===== config.mk =====
export PLATFORM = sky130hd
export DESIGN_NAME = stable_timed_event_queue
export DESIGN_NICKNAME = d
export VERILOG_FILES = /design/src/hdl/steq_pkg.sv /design/src/hdl/steq_cell.sv /design/src/hdl/stable_timed_event_queue.sv
export SDC_FILE = /design/constraint.sdc
export NUM_CORES = 2
export LEC_CHECK = 0
export BUFFER_PORTS_ARGS = -buffer_cell sky130_fd_sc_hd__buf_2
export CAP_MARGIN = 20
export CORE_ASPECT_RATIO = 0.5
export CORE_MARGIN = 1
export CORE_UTILIZATION = 55
export DETAILED_ROUTE_END_ITERATION = 16
export PLACE_DENSITY = 0.75
export SLEW_MARGIN = 40
export SYNTH_ARGS = -nofsm -noshare
export SYNTH_HDL_FRONTEND = slang
export SYNTH_SLANG_ARGS = --single-unit

===== constraint.sdc =====
create_clock -name clk -period 5.4 [get_ports clk]
set_input_delay 1.08 -clock clk [delete_from_list [all_inputs] [get_ports clk]]
set_output_delay 1.08 -clock clk [all_outputs]
set_load 0.03 [all_outputs]

===== src/hdl/steq_pkg.sv =====
// ----------------------------------------------------------------------------
// steq_pkg
// shared types and codes for the sorted event queue
// ----------------------------------------------------------------------------
package steq_pkg;

	// request codes
	localparam logic CMD_INSERT = 1'b0;
	localparam logic CMD_POP    = 1'b1;

	// result status codes
	localparam logic [1:0] STATUS_OK    = 2'd0;
	localparam logic [1:0] STATUS_EMPTY = 2'd1;
	localparam logic [1:0] STATUS_FULL  = 2'd2;

	// one stored event
	typedef struct packed {
		logic [31:0] event_time;
		logic        event_kind;
		logic [3:0]  process_id;
		logic [15:0] track_number;
		logic        is_write;
	} entry_t;

	// per-cycle operation broadcast to every cell
	typedef struct packed {
		logic ins;
		logic pop;
	} cell_op_t;

endpackage


===== src/hdl/steq_cell.sv =====
// ----------------------------------------------------------------------------
// steq_cell
// one slot of the sorted queue: keeps, shifts or takes the new event
// ----------------------------------------------------------------------------
module steq_cell
	import steq_pkg::*;
(
	input  logic     clk,
	input  cell_op_t op,
	input  entry_t   new_ent,
	input  logic     occ,
	input  logic     left_gt,
	input  entry_t   left_ent,
	input  entry_t   right_ent,
	output entry_t   ent,
	output logic     gt
);

	entry_t ent_q;

	// this slot holds a later event than the one coming in, so it moves right
	assign gt  = occ && (ent_q.event_time > new_ent.event_time);
	assign ent = ent_q;

	always_ff @(posedge clk) begin
		if (op.pop) begin
			ent_q <= right_ent;
		end else if (op.ins && !(occ && !gt)) begin
			if (left_gt) begin
				ent_q <= left_ent;
			end else begin
				ent_q <= new_ent;
			end
		end
	end

endmodule


===== src/hdl/stable_timed_event_queue.sv =====
// ----------------------------------------------------------------------------
// stable_timed_event_queue
// bounded event queue kept sorted by time, stable for equal times
// ----------------------------------------------------------------------------
//
// channel  | handshake              | payload
// ---------+------------------------+------------------------------------------
// request  | start, busy            | cmd, event_time, event_kind, process_id,
//          |                        | track_number, is_write
// result   | done (one-cycle pulse) | status, out_time, out_kind, out_process,
//          |                        | out_track, out_write, occupancy
//
// a request is taken on any edge with start high and busy low; busy stays low,
// so one request per cycle is sustained
// the result is registered and shows in the cycle after its request; each cell
// makes a single compare against the incoming time
// reset clears the fill count and the result strobe; slot contents are not
// cleared and only slots below the fill count are ever read
// the receiver cannot stall: done flags each result for one cycle only
//
module stable_timed_event_queue
	import steq_pkg::*;
#(
	parameter int QUEUE_DEPTH = 16
) (
	input  logic        clk,
	input  logic        arst_n,
	input  logic        start,
	output logic        busy,
	input  logic        cmd,
	input  logic [31:0] event_time,
	input  logic        event_kind,
	input  logic [3:0]  process_id,
	input  logic [15:0] track_number,
	input  logic        is_write,
	output logic        done,
	output logic [1:0]  status,
	output logic [31:0] out_time,
	output logic        out_kind,
	output logic [3:0]  out_process,
	output logic [15:0] out_track,
	output logic        out_write,
	output logic [4:0]  occupancy
);

	localparam int CW = $clog2(QUEUE_DEPTH + 1);

	// fill count and result registers
	logic [CW-1:0] count_q;
	logic [CW-1:0] count_n;
	logic          done_q;
	logic [1:0]    status_q;
	entry_t        res_q;
	logic [4:0]    occupancy_q;

	logic     accept;
	logic     full;
	logic     empty;
	cell_op_t op;
	entry_t   new_ent;
	entry_t   res_n;
	logic [1:0] status_n;
	logic [CW+4:0] count_wide;

	// chain wiring
	entry_t ent [QUEUE_DEPTH];
	logic   gt  [QUEUE_DEPTH];
	logic   occ [QUEUE_DEPTH];

	// the queue never holds off a request
	assign busy   = 1'b0;
	assign accept = start && !busy;
	assign full   = (count_q == CW'(QUEUE_DEPTH));
	assign empty  = (count_q == '0);

	assign new_ent.event_time   = event_time;
	assign new_ent.event_kind   = event_kind;
	assign new_ent.process_id   = process_id;
	assign new_ent.track_number = track_number;
	assign new_ent.is_write     = is_write;

	// operation seen by every cell this cycle; rejected requests leave slots alone
	always_comb begin
		op.ins = accept && (cmd == CMD_INSERT) && !full;
		op.pop = accept && (cmd == CMD_POP) && !empty;
	end

	// next fill count, result status and popped data
	always_comb begin
		count_n  = count_q;
		status_n = STATUS_OK;
		res_n    = '0;
		if (cmd == CMD_INSERT) begin
			if (full) begin
				status_n = STATUS_FULL;
			end else begin
				count_n = count_q + 1'b1;
			end
		end else begin
			if (empty) begin
				status_n = STATUS_EMPTY;
			end else begin
				count_n = count_q - 1'b1;
				res_n   = ent[0];
			end
		end
	end

	// occupancy port is five bits wide whatever the depth
	assign count_wide = (CW+5)'(count_n);

	// row of cells; each one sees its neighbors and the incoming event
	for (genvar i = 0; i < QUEUE_DEPTH; i++) begin : g_cell
		entry_t left_ent;
		entry_t right_ent;
		logic   left_gt;

		assign occ[i] = (count_q > CW'(i));

		if (i == 0) begin : g_head
			assign left_gt  = 1'b0;
			assign left_ent = new_ent;
		end else begin : g_body
			assign left_gt  = gt[i-1];
			assign left_ent = ent[i-1];
		end

		if (i == QUEUE_DEPTH - 1) begin : g_tail
			// last slot empties on a pop, its contents no longer matter
			assign right_ent = ent[i];
		end else begin : g_mid
			assign right_ent = ent[i+1];
		end

		steq_cell u_cell (
			.clk       (clk),
			.op        (op),
			.new_ent   (new_ent),
			.occ       (occ[i]),
			.left_gt   (left_gt),
			.left_ent  (left_ent),
			.right_ent (right_ent),
			.ent       (ent[i]),
			.gt        (gt[i])
		);
	end

	// control state
	always_ff @(posedge clk or negedge arst_n) begin
		if (!arst_n) begin
			count_q <= '0;
			done_q  <= 1'b0;
		end else begin
			done_q <= accept;
			if (accept) begin
				count_q <= count_n;
			end
		end
	end

	// result payload
	always_ff @(posedge clk) begin
		if (accept) begin
			status_q    <= status_n;
			res_q       <= res_n;
			occupancy_q <= count_wide[4:0];
		end
	end

	assign done        = done_q;
	assign status      = status_q;
	assign out_time    = res_q.event_time;
	assign out_kind    = res_q.event_kind;
	assign out_process = res_q.process_id;
	assign out_track   = res_q.track_number;
	assign out_write   = res_q.is_write;
	assign occupancy   = occupancy_q;

	// every request gets its result on the next cycle
	a_result_follows: assert property (@(posedge clk) disable iff (!arst_n)
		accept |=> done)
		else $error("request without result");

	// fill count stays within the row of cells
	a_count_bound: assert property (@(posedge clk) disable iff (!arst_n)
		count_q <= CW'(QUEUE_DEPTH))
		else $error("fill count beyond depth");

	// head two events are in time order
	a_head_sorted: assert property (@(posedge clk) disable iff (!arst_n)
		(count_q >= CW'(2)) |-> (ent[0].event_time <= ent[1].event_time))
		else $error("queue head out of order");

	// full report only when the queue was at depth and stays there
	a_full_status: assert property (@(posedge clk) disable iff (!arst_n)
		(done && status == STATUS_FULL) |-> (count_q == CW'(QUEUE_DEPTH)))
		else $error("full status with room left");

endmodule


==> flow_summary.toml <==
[status]
outcome = "complete, no violations"

[sta]
fmax_mhz = 232
tightest_slew_ns = 0.877
skew_ns = 0.0373
setup_tns_ns = 0
setup_viol = 0
max_slew_margin = 0.414
final_max_slew_viol_count = 0
setup_ws_ns = 1.10
hold_viol_final = 0
rsz0062_at_grt = "no"
period_share = 0.797
period_needed_ns = 4.30

[logic_synthesis]
netlist_instances = 4618
synth_flop_cell = "edfxtp_1"
synth.top_cells.by_count = "edfxtp_1, a221o_1, ha_1"
synth-seq-cells = 931
netlist_top_cells_area = "edfxtp_1, ha_1, a221o_1"
yosysMostFrequentCell = "edfxtp_1"
syn_avg_cell_area_um2 = 11.8
ys_async_sr_fraction = 0.00644
netlist.area_leader.share = 0.509
syn_area_um2 = 54600
ys_seq_area_frac = 0.512
yosys_warnings = 0
synthesis.nets = 5193
yosysTopAreaCell = "edfxtp_1"
post_synth_num_cell_types = 74
synth-edff-count = 925

[cells_and_area]
nNetsFinal = 5197
area_delta_synth_final_pct = 10.3
drive_gt1_frac = 0.110
fillers = 7641
fin_util = 0.614

[worst_setup_path]
path_max_fanout = 17
start_kind = "primary input"
crit_arrival_ns = 4.72
crit_type = "primary input to flip-flop"
crit_required_ns = 5.82
end_kind = "flip-flop"

[power_and_ir_drop]
pwr-share-seq = 0.425
power_density_nw_per_um2 = 484
power.switching_mw = 10.8
total_leakage_power_nw = 22.8
swShare = 0.372
p_int_mw = 18.3
power.share.combinational = 0.347
peakVddDrop_mv = 0.310
clkPwrFrac = 0.228

[floorplanning]
die-area_um2 = 101000
placementRows = 81
ios = 121
start_util = 0.557
die_x_um = 447
fp.dieH_um = 225
placeableCoreArea_um2 = 98000

[clocking]
cts_buffers = 86
cts_buffer_depth = 3
cts_tree = "built"
clk_latency_ns = 0.73
path_clk_slew_ns = 0.06
cts.sinks = 931
post_cts_buffers = 0
cts_root_buf = "clkbuf_16"
h-tree-depth = 3
holdBufCountCts = 0
cts.repair.resized = 0

[detailed_routing]
drt-pass1-iter-count = 6
wl_met3_mm = 17.4
wl_met1_mm = 71.4
ant_nets = 0
highest_layer = "met5"
vias = 42700
wl_per_cell_um = 28.4
drtIter0Drc = 5673
drc_errors = 0
wl_met2_mm = 76.1
finalWirelength_mm = 171
viasPerCell = 7.08

[placed_design]
numPortBuffers = 119
pre_cts_slack_ns = 0.512
dpl.hpwl_mm = 118
routabilityCongestion = 0.974

[global_route]
grt_max_degree = 210
overflow = 0
antenna_found_initial = 6
first_global_vias = 42000
grt_usage = 0.337
grt_pass1_wl_mm = 258

[hold_path]
min-delay-path-class = "primary input to async pin"

[job]
maxCapViolCount = 0
==> metrics by stage <==
| step | power [mW] | std cells | instance area, um2 | hold WS, ns |
|---|---|---|---|---|
| after floorplan | 18.5 | 4618 | 54600 | 0.519 |
| after global placement | 21.8 | 5858 | 57200 | 0.527 |
| after detailed placement | 22.2 | 5859 | 57200 | 0.539 |
| after CTS | 28.9 | 6019 | 60100 | 0.152 |
| after global routing | 30.3 | 6023 | 60200 | 0.174 |
| final | 29.2 | 6024 | 60200 | 0.187 |
==> per-layer routing <==
layer	vias up	GRT usage
met1	21100	0.483
met2	2641	0.513
met5	-	0
met4	2	0.124
li1	18500	-
met3	397	0.0578
==> registers in the layout (all words and copies together), names as in the netlist <==
register	cells
g_cell.u_cell.ent	864
out_time	32
count_q	5
occupancy	5
out_process	4
out_write	1
done	1
out_track	16
out_kind	1
status	2
==> path summary, 6_finish.rpt <==
check	slack, ns	endpoint	start	cells past startpoint
worst max-delay path	1.10	g_cell[1].u_cell.ent[46]	event_time[25]	12
max in group asynchronous	5.07	count_q[3]	arst_n	1
worst min-delay path	0.19	count_q[1]	arst_n	1
worst min register to register	0.56	g_cell[15].u_cell.ent[21]	g_cell[14].u_cell.ent[21]	1
min in group clk	0.56	g_cell[15].u_cell.ent[21]	g_cell[14].u_cell.ent[21]	1
worst max register to register	1.42	g_cell[1].u_cell.ent[46]	g_cell[1].u_cell.ent[47]	10
==> worst max-delay path, cell delays in order <==
cell and delay (ns):
buf_2 0.24, inv_1 0.24, ha_1 0.37, nand4_1 0.26, nor4_1 0.80, a22oi_1 0.21
nor4b_2 0.24, buf_4 0.19, a21oi_1 0.15, nor2_1 0.09, nor2_4 0.45, buf_4 0.38
==> kinds of logic after synthesis <==
family / Yosys count / share of synthesized area
AO/OA/AOI/OAI: 1322 / 0.194
XOR/XNOR: 3 / 0.000482
adder cells (fa/ha/maj): 517 / 0.119
buffers and inverters: 404 / 0.0313
flip-flops: 931 / 0.512
multiplexers: 59 / 0.0121
other: 1 / 0.0000687
AND/OR/NAND/NOR: 1381 / 0.131
==> cell usage in the layout, fill, tap and decap left out, types with 113 or more instances in the layout <==
| master | instances |
|---|---|
| a221o_1 | 605 |
| nand2_1 | 329 |
| edfxtp_1 | 925 |
| nand4_1 | 113 |
| ha_1 | 517 |
| o21ai_0 | 143 |
| and2_1 | 438 |
| buf_2 | 118 |
| nor2_1 | 217 |
| a21oi_1 | 214 |
==> final cells by class <==
cell class | count | area (um2) | area share
timing repair buffer | 258 | 2140 | 0.0355
clock buffer | 98 | 2200 | 0.0365
multi-input combinational | 3283 | 25300 | 0.420
inverter | 62 | 233 | 0.00387
antenna | 2 | 5.00 | 0.0000831
tap | 1328 | 1660 | 0.0276
sequential | 931 | 27900 | 0.464
clock inverter | 62 | 754 | 0.0125
==> power groups by stage <==
stage                     logic [mW]  clock network (mW)  registers [mW]
after CTS                       9.84                6.65            12.4
after global placement          9.38                   0            12.5
after floorplan                 6.55                   0            11.9
after detailed placement        9.79                   0            12.5
final                           10.1                6.64            12.4
after global routing            10.8                6.91            12.6
(Power assumes the default switching activity.)
